==> config.mk <==
export PLATFORM = sky130hd
export DESIGN_NAME = can_mailbox_filter_controller_top
export DESIGN_NICKNAME = d
export VERILOG_FILES = /design/src/rtl/cmf_pkg.sv /design/src/rtl/cmf_ram.sv /design/src/rtl/can_mailbox_filter_controller_top.sv
export VERILOG_INCLUDE_DIRS = /design/src /design/src/rtl
export SDC_FILE = /design/constraint.sdc
export NUM_CORES = 2
export LEC_CHECK = 0
export ABC_CLOCK_PERIOD_IN_PS = 11100
export BUFFER_PORTS_ARGS = -buffer_cell sky130_fd_sc_hd__buf_4
export CAP_MARGIN = 20
export CORE_MARGIN = 3
export CORE_UTILIZATION = 62
export CTS_CLUSTER_SIZE = 25
export DETAILED_ROUTE_END_ITERATION = 10
export PLACE_DENSITY = 0.86
export RECOVER_POWER = 100
export SYNTH_ARGS = -nofsm -noshare
export SYNTH_HDL_FRONTEND = slang
export SYNTH_HIERARCHICAL = 1
export SYNTH_SLANG_ARGS = --single-unit
==> constraint.sdc <==
create_clock -name clk -period 11.1 [get_ports clk]
set_clock_uncertainty 0.05 [all_clocks]
set_input_delay 0.555 -clock clk [delete_from_list [all_inputs] [get_ports clk]]
set_output_delay 0.555 -clock clk [all_outputs]
set_load 0.01 [all_outputs]
==> src/rtl/can_mailbox_filter_controller_top_macros.svh <==
// Assertion macros for the mailbox controller
`ifndef CAN_MAILBOX_FILTER_CONTROLLER_TOP_MACROS_SVH
`define CAN_MAILBOX_FILTER_CONTROLLER_TOP_MACROS_SVH
`ifndef SYNTH
`define CMF_ASSERT_IMPL(label, clk, rst_n, ante, cons) \
	label: assert property (@(posedge clk) disable iff (!rst_n) (ante) |-> (cons)) \
		else $error("assertion failed");
`define CMF_ASSERT_NEXT(label, clk, rst_n, ante, cons) \
	label: assert property (@(posedge clk) disable iff (!rst_n) (ante) |=> (cons)) \
		else $error("assertion failed");
`else
`define CMF_ASSERT_IMPL(label, clk, rst_n, ante, cons)
`define CMF_ASSERT_NEXT(label, clk, rst_n, ante, cons)
`endif
`endif

==> src/rtl/cmf_pkg.sv <==
`timescale 1ns / 1ps
`default_nettype none
package cmf_pkg;
	localparam int NUM_BOXES = 16;
	localparam int IDX_W = 4;
	localparam int ID_W = 29;
	localparam logic [ID_W-1:0] STD_FORCE = 29'h1ffff800;
	localparam logic [ID_W-1:0] ID_ALL = 29'h1fffffff;
	localparam logic [ID_W-1:0] EXT_BITS = 29'h1ffff800;
	// filter entry: valid, inbound, mask, filter
	localparam int FLT_W = 1 + 1 + ID_W + ID_W;
	// frame entry: payload, length, id
	localparam int FRM_W = 64 + 4 + ID_W;

	localparam logic [2:0] MODE_REG_STD = 3'd0;
	localparam logic [2:0] MODE_REG_EXT = 3'd1;
	localparam logic [2:0] MODE_SEND = 3'd2;
	localparam logic [2:0] MODE_RECV = 3'd3;
	localparam logic [2:0] MODE_BUS = 3'd4;
	localparam logic [2:0] MODE_RST_REQ = 3'd5;
	localparam logic [2:0] MODE_POLL = 3'd6;
	localparam logic [2:0] MODE_READ = 3'd7;

	localparam logic [1:0] BUS_ACTIVE = 2'd1;
	localparam logic [1:0] BUS_LISTENING = 2'd2;
	localparam logic [1:0] BUS_OFF = 2'd3;

	function automatic logic [63:0] byte_mask(input logic [3:0] n);
		logic [63:0] m;
		m = '0;
		for (int b = 0; b < 8; b++) begin
			if (4'(b) < n) m[b*8 +: 8] = 8'hff;
		end
		return m;
	endfunction
endpackage
`default_nettype wire

==> src/rtl/cmf_ram.sv <==
`timescale 1ns / 1ps
`default_nettype none
module cmf_ram #(
	parameter int WIDTH = 8,
	parameter int DEPTH = 16
) (
	input  wire logic                     clk,
	input  wire logic                     we,
	input  wire logic [$clog2(DEPTH)-1:0] waddr,
	input  wire logic [WIDTH-1:0]         wdata,
	input  wire logic [$clog2(DEPTH)-1:0] raddr,
	output logic [WIDTH-1:0]              rdata
);
	logic [WIDTH-1:0] mem [DEPTH];

	// write port and registered read port
	always_ff @(posedge clk) begin
		if (we) mem[waddr] <= wdata;
		rdata <= mem[raddr];
	end
endmodule
`default_nettype wire

==> src/rtl/can_mailbox_filter_controller_top.sv <==
// Operation: bus, restart and poll modes go straight to the result register; a read
// first issues a frame memory read; a registration does a frame read-modify-write to clear
// the stored length; send and receive scan the filter memory, one read per mailbox, then do
// a frame read-modify-write on a hit, or go to the result register when no mailbox matches.
// Items are handled one at a time; the next is taken once the result register is free.
// Reset: arst_n clears control state, bus active; a sweep then marks all filter entries
// invalid (reset filter) and frame entries zero before the first item is taken.
`timescale 1ns / 1ps
`default_nettype none
module can_mailbox_filter_controller_top
	import cmf_pkg::*;
(
	input  wire logic         clk,
	input  wire logic         arst_n,
	input  wire logic         s_tvalid,
	output logic              s_tready,
	// mode[2:0], mailbox_index[6:3], inbound_flag[7], id_filter[36:8],
	// id_mask[65:37], frame_id[94:66], frame_length[98:95], frame_bytes[162:99],
	// new_bus_state[164:163], read_limit[168:165], zero fill to 176
	input  wire logic [175:0] s_tdata,
	output logic              m_tvalid,
	input  wire logic         m_tready,
	// accepted[0], hit_index[4:1], restart_pending[5], current_bus_state[7:6],
	// read_id[36:8], read_is_standard[37], read_length[41:38],
	// read_bytes[105:42], zero fill to 112
	output logic [111:0]      m_tdata
);
`include "can_mailbox_filter_controller_top_macros.svh"

	typedef enum logic [2:0] {ST_CLEAR, ST_IDLE, ST_SCAN, ST_FRD, ST_FWR, ST_RD, ST_OUT}
		state_t;
	state_t state_q;

	logic [2:0] mode_q;
	logic [IDX_W-1:0] idx_q;
	logic inb_q;
	logic [ID_W-1:0] filt_q, mask_q, fid_q;
	logic [3:0] flen_q, limit_q;
	logic [63:0] fbytes_q;
	logic [1:0] bus_q;
	logic rreq_q;
	logic [IDX_W:0] cnt_q;
	logic [IDX_W-1:0] hit_q;
	logic pend_q, acc_q;

	logic flt_we, frm_we;
	logic [IDX_W-1:0] flt_waddr, flt_raddr, frm_addr;
	logic [FLT_W-1:0] flt_wdata, flt_rdata;
	logic [FRM_W-1:0] frm_wdata, frm_rdata;

	cmf_ram #(.WIDTH(FLT_W), .DEPTH(NUM_BOXES)) u_flt (
		.clk(clk), .we(flt_we), .waddr(flt_waddr), .wdata(flt_wdata),
		.raddr(flt_raddr), .rdata(flt_rdata));
	cmf_ram #(.WIDTH(FRM_W), .DEPTH(NUM_BOXES)) u_frm (
		.clk(clk), .we(frm_we), .waddr(frm_addr), .wdata(frm_wdata),
		.raddr(frm_addr), .rdata(frm_rdata));

	// decode filter entry read in scan; entry of an unregistered box reads as reset
	logic e_valid, e_inb;
	logic [ID_W-1:0] e_mask, e_filt;
	assign {e_valid, e_inb, e_mask, e_filt} = flt_rdata;
	logic e_match;
	assign e_match = ((e_valid ? e_inb : 1'b0) == (mode_q == MODE_RECV)) &&
		((((e_valid ? e_filt : '0) ^ fid_q) & (e_valid ? e_mask : ID_ALL)) == '0);

	logic [IDX_W-1:0] scan_idx;
	assign scan_idx = cnt_q[IDX_W-1:0] - 1'b1;

	// frame entry fields
	logic [63:0] r_pay;
	logic [3:0] r_len;
	logic [ID_W-1:0] r_id;
	assign {r_pay, r_len, r_id} = frm_rdata;
	logic [3:0] sat_len, rd_n;
	assign sat_len = (flen_q > 4'd8) ? 4'd8 : flen_q;
	assign rd_n = (limit_q < r_len) ? limit_q : r_len;

	logic is_reg;
	assign is_reg = (mode_q == MODE_REG_STD || mode_q == MODE_REG_EXT);

	// memory control
	always_comb begin
		flt_we = 1'b0;
		flt_waddr = idx_q;
		flt_wdata = {1'b1, inb_q, (mode_q == MODE_REG_STD) ? (mask_q | STD_FORCE) : mask_q,
			filt_q};
		flt_raddr = cnt_q[IDX_W-1:0];
		frm_we = 1'b0;
		frm_addr = (state_q == ST_FRD || state_q == ST_FWR) ? hit_q : idx_q;
		// registration keeps id and payload and clears the length
		frm_wdata = is_reg ? {r_pay, 4'd0, r_id} :
			{(r_pay & ~byte_mask(sat_len)) | (fbytes_q & byte_mask(sat_len)),
			sat_len, fid_q};
		case (state_q)
			ST_CLEAR: begin
				flt_we = 1'b1;
				flt_waddr = cnt_q[IDX_W-1:0];
				flt_wdata = '0;
				frm_we = 1'b1;
				frm_addr = cnt_q[IDX_W-1:0];
				frm_wdata = '0;
			end
			ST_FWR: begin
				frm_we = 1'b1;
				flt_we = is_reg;
			end
			default: ;
		endcase
	end

	assign s_tready = (state_q == ST_IDLE);

	// sequencer and result register
	always_ff @(posedge clk or negedge arst_n) begin
		if (!arst_n) begin
			state_q <= ST_CLEAR;
			cnt_q <= '0;
			bus_q <= BUS_ACTIVE;
			rreq_q <= 1'b0;
			m_tvalid <= 1'b0;
		end else begin
			case (state_q)
				ST_CLEAR: begin
					cnt_q <= cnt_q + 1'b1;
					if (cnt_q == (IDX_W+1)'(NUM_BOXES - 1)) state_q <= ST_IDLE;
				end
				ST_IDLE: if (s_tvalid) begin
					// latch the item
					mode_q <= s_tdata[2:0];
					idx_q <= s_tdata[6:3];
					inb_q <= s_tdata[7];
					filt_q <= s_tdata[36:8];
					mask_q <= s_tdata[65:37];
					fid_q <= s_tdata[94:66];
					flen_q <= s_tdata[98:95];
					fbytes_q <= s_tdata[162:99];
					limit_q <= s_tdata[168:165];
					acc_q <= 1'b0;
					pend_q <= 1'b0;
					hit_q <= s_tdata[6:3];
					m_tdata <= '0;
					cnt_q <= '0;
					case (s_tdata[2:0])
						MODE_REG_STD, MODE_REG_EXT: state_q <= ST_FRD;
						MODE_SEND: state_q <= (bus_q == BUS_ACTIVE) ? ST_SCAN : ST_OUT;
						MODE_RECV: state_q <= (bus_q == BUS_ACTIVE || bus_q == BUS_LISTENING) ?
							ST_SCAN : ST_OUT;
						MODE_BUS: begin
							state_q <= ST_OUT;
							bus_q <= s_tdata[164:163];
							if (s_tdata[164:163] == BUS_OFF) rreq_q <= 1'b0;
						end
						MODE_RST_REQ: begin
							state_q <= ST_OUT;
							rreq_q <= 1'b1;
						end
						MODE_POLL: begin
							state_q <= ST_OUT;
							pend_q <= rreq_q;
							rreq_q <= 1'b0;
						end
						MODE_READ: state_q <= ST_RD;
						default: state_q <= ST_OUT;
					endcase
				end
				ST_SCAN: begin
					// address cnt_q issued; data of cnt_q-1 present when cnt_q > 0
					cnt_q <= cnt_q + 1'b1;
					if (cnt_q != '0 && e_match) begin
						hit_q <= scan_idx;
						state_q <= ST_FRD;
					end else if (cnt_q == (IDX_W+1)'(NUM_BOXES)) state_q <= ST_OUT;
				end
				ST_FRD: state_q <= ST_FWR;
				ST_FWR: begin
					acc_q <= (mode_q == MODE_SEND || mode_q == MODE_RECV);
					state_q <= ST_OUT;
				end
				ST_RD: begin
					// frame read of idx_q is issued in this cycle
					state_q <= ST_OUT;
				end
				ST_OUT: begin
					if (!m_tvalid) begin
						m_tvalid <= 1'b1;
						m_tdata[0] <= acc_q;
						m_tdata[4:1] <= acc_q ? hit_q : '0;
						m_tdata[5] <= pend_q;
						m_tdata[7:6] <= bus_q;
						if (mode_q == MODE_READ) begin
							m_tdata[36:8] <= r_id;
							m_tdata[37] <= (r_id & EXT_BITS) == '0;
							m_tdata[41:38] <= r_len;
							m_tdata[105:42] <= r_pay & byte_mask(rd_n);
						end
					end else if (m_tready) begin
						m_tvalid <= 1'b0;
						state_q <= ST_IDLE;
					end
				end
				default: state_q <= ST_IDLE;
			endcase
		end
	end

	`CMF_ASSERT_IMPL(a_ready_idle, clk, arst_n, s_tready, !m_tvalid)
	`CMF_ASSERT_IMPL(a_hit_acc, clk, arst_n, m_tvalid && !m_tdata[0], m_tdata[4:1] == '0)
	`CMF_ASSERT_NEXT(a_wr_from_rd, clk, arst_n, state_q == ST_FRD, state_q == ST_FWR)
endmodule
`default_nettype wire
==> impl_results.md <==
* Total GRT Usage at 0.368
* Initial Util at 0.628
* Port Buf Inserts at 280
* Final min period at 8.99 ns
* Slew Viols, Final at 1,580
* GPL Wtd Cong at around 0.83
* DRC Markers at 88
* Synthesized netlist cell count at roughly 5,100
* Hold Vio Cnt, Final at 0
* Class of the worst hold path: in2reg
* TritonCTS Sinks at slightly below 3,000
* Die Y at 427 um
* Tcrit/Tclk final at 0.810
* Critical path, cell by cell: nor3_1, inv_1, clkbuf_1, o21ai_0, nand2b_1, nor2_1, buf_4
* Ys Warns at 6
* Xor-xnor portion of the synthesized cell area at 0.000239
* Vias per inst at ~7.4
* Routed WL per cell at 39.9 um
* Mean Syn Cell Area at 21.4 um^2
* Cts hold-fix bufs at 170
* CTS tree: yes
* # nets final at 5,965
* Worst slew pin tran at about 5.3 ns
* #FFs+latches synth at 2,960
* Clock Path Buffers at 4
* Mux share of post-synthesis cell area at 0.133
* Netlist cell types at 66
* Io pins at between 200 and 300
* Crit end category: flop
* Max cap viols at 48
* Layout cells sized above 1 at 0.213
* Worst vdd ir at 354 uV
* Filler-free cell count of the finished design at approximately 8,300
* WHS at ~0.081 ns
* Slew HR at -2.56
* Critical path peak fanout at slightly above 60
* Clock root buffer: clkbuf_16
* Area Overhead vs Synth at 14.0%
* Row count at 153
* First-pass GRT wire length at ~470,000 um
* P per Cell Area at 301 nW/um^2
* DRT Pass-1 Iters at 11
* Final setup violation count at 0
* Mapped cell area at between 100,000 and 150,000 um^2
* Final WL at approximately 330,000 um
* Seq/Total Area, Yosys at 0.793
* RSZ-0062 raised after global routing: no
* Synth Area in Simple Gates at 0.0298
* CP Launch Type: flop
* Via Count at just over 60,000
* Max Fclk at around 0.11 GHz
* Initial DRC Count at roughly 11,000
* Buffer count from post-CTS setup fixing at 0
* Fill count at 9,068
* TritonCTS Buffers at 296
* EDFF count, synth at 2,791
* CP required at 11.55 ns
* Number of nets with antenna violations after routing at 0
* Clk Latency, worst-skew pair at between 0.9 and 1 ns
* Sequential cell area at 87,300 um^2
* Post-CTS sizing at 0
* Largest family of logic cells by synthesized area: multiplexers
* Final Power at 37.8 mW
* Antenna violations before repair at 27
* Buf+Inv Stages, Crit Path at 3
* Largest net degree at the start of global routing at around 150
* Hpwl dp at ~150,000 um
* Crit-path max cell delay at ~3.1 ns
* CP arrival at between 9 and 10 ns
* Failing checks: DRC, capacitance limit, slew limit
* Area taken by multi-input logic gates at approximately 22,000 um^2
* Post-Synth Adder-Cell Area at 0.00102
* Compound-Gate Fraction of Synth Area at 0.0307
* Core area at ~180,000 um^2
* Die span in x at roughly 430 um
* Static Leak at roughly 41 nW
* Inst Count DP at between 7,000 and 8,000
* Grt ovf at 0
* Most used DFF post-synth: edfxtp_1
* Outcome: finished, violations left
* H-tree Lvls at 5
* Critical path class: reg2reg
* Die area at between 150,000 and 200,000 um^2
* Vias in the first global route at 63,000
* Async set-reset flop share out of synthesis at 0.00405
* Setup_tns at 0 ns
* CP max-delay cell: clkbuf_1
* Delay-heaviest family, CP: buffers and inverters
* Clock-pin slew on the worst setup and hold paths at roughly 0.07 ns
[power breakdown]
| part | leakage [nW] | switching [mW] | internal [mW] |
|---|---|---|---|
| sequential | 26.9 | 0.977 | 15.2 |
| clock | 4.62 | 4.36 | 5.76 |
| combinational | 9.21 | 7.31 | 4.21 |
[per-layer routing]
metal / track usage / wire [um]
met2: 0.569 / 158000
met1: 0.441 / 95700
met4: 0.271 / 30100
met5: 0.00860 / 243
met3: 0.113 / 48800
[synth_stat cells (5+ instances only)]
cell,number,area share
nor2b_1,21,0.0012
buf_1,54,0.0018
buf_4,34,0.0023
and2_1,118,0.0067
nand2_1,333,0.011
and3_1,35,0.0020
edfxtp_1,2791,0.76
inv_1,25,0.00085
a31oi_1,7,0.00040
nand4_1,5,0.00028
o21ai_0,53,0.0024
buf_6,13,0.0013
nor2_1,141,0.0048
buf_2,44,0.0020
dfrtp_1,11,0.0025
dfxtp_1,157,0.029
nand2b_1,5,0.00028
nand3b_1,11,0.00075
nand3_1,8,0.00036
ha_1,9,0.0010
a22oi_1,319,0.022
nor4_1,6,0.00034
mux4_2,628,0.13
nor3_1,10,0.00045
mux2i_1,44,0.0040
clkbuf_1,117,0.0040
o22ai_1,10,0.00057
a21oi_1,64,0.0029
[state kept, by name, summed over array words and instances (netlist names), 5 cells and up]
register and flops:
u_flt/mem 960, fid_q 29, filt_q 29, mask_q 29
fbytes_q 64, u_frm/mem 1552, u_frm/rdata 97, m_tdata 106
u_flt/rdata 60, cnt_q 5
[final cells by class]
type                       count  share of cell area
sequential                  2960               0.696
multi-input combinational   1888               0.172
clock buffer                 379              0.0640
timing repair buffer         604              0.0333
tap                         2325              0.0232
clock inverter               138              0.0112
inverter                      26            0.000778
antenna                       15            0.000299
[cells by family after synthesis]
kind of cell               count (synthesis)
AOI/OAI and AO/OA                        485
xor gates and xnor gates                   3
adders and majority gates                  9
buffers and inverters                    288
DFF                                     2960
muxes                                    675
other                                      1
and+or+nand+nor                          710
[path summary, 6_finish.rpt]
check	start	to	slack, ns	cells after the start
worst max-delay path	state_q[0]	u_flt/mem[5][36]	2.11	7
worst min-delay path	s_tvalid	state_q[0]	0.08	4
worst max register to register	state_q[0]	u_flt/mem[5][36]	2.11	7
worst min register to register	pend_q	m_tdata[5]	0.48	1
max in group asynchronous	arst_n	cnt_q[1]	9.45	2
min in group asynchronous	arst_n	state_q[0]	0.55	2
[tightest hold or removal path: stages]
cell       delay (ns)
buf_4            0.12
o2111ai_1        0.15
nand2_1          0.11
a31oi_1          0.09
[layout by cell type (no fill, tap or decap), types with 25 or more instances in the layout]
master         netlist  routed
clkbuf_4             0     130
bufinv_16            0      28
nand2_1            333     334
buf_4               34      66
a22oi_1            319     319
and2_0               0     104
inv_1               25      25
clkinv_1             0      49
clkbuf_16            0     303
clkbuf_1           117     288
o21ai_0             53      55
clkinv_2             0      44
dfxtp_1            157     157
dlygate4sd3_1        0     170
and3_1              35      35
mux2i_1             44      44
nor2_1             141     127
mux4_2             628     628
a21oi_1             64      65
edfxtp_1          2791    2791
[per-stage QoR]
step                utilization  setup slack (ns)  instance area (um^2)
floorplan                     -              1.84                110000
global placement          0.656              5.12                115000
detailed placement        0.657              5.04                115000
CTS                       0.720              4.84                126000
global route              0.716              2.16                125000
finish                    0.716              2.11                125000
Power figures use the tool's default switching activity.
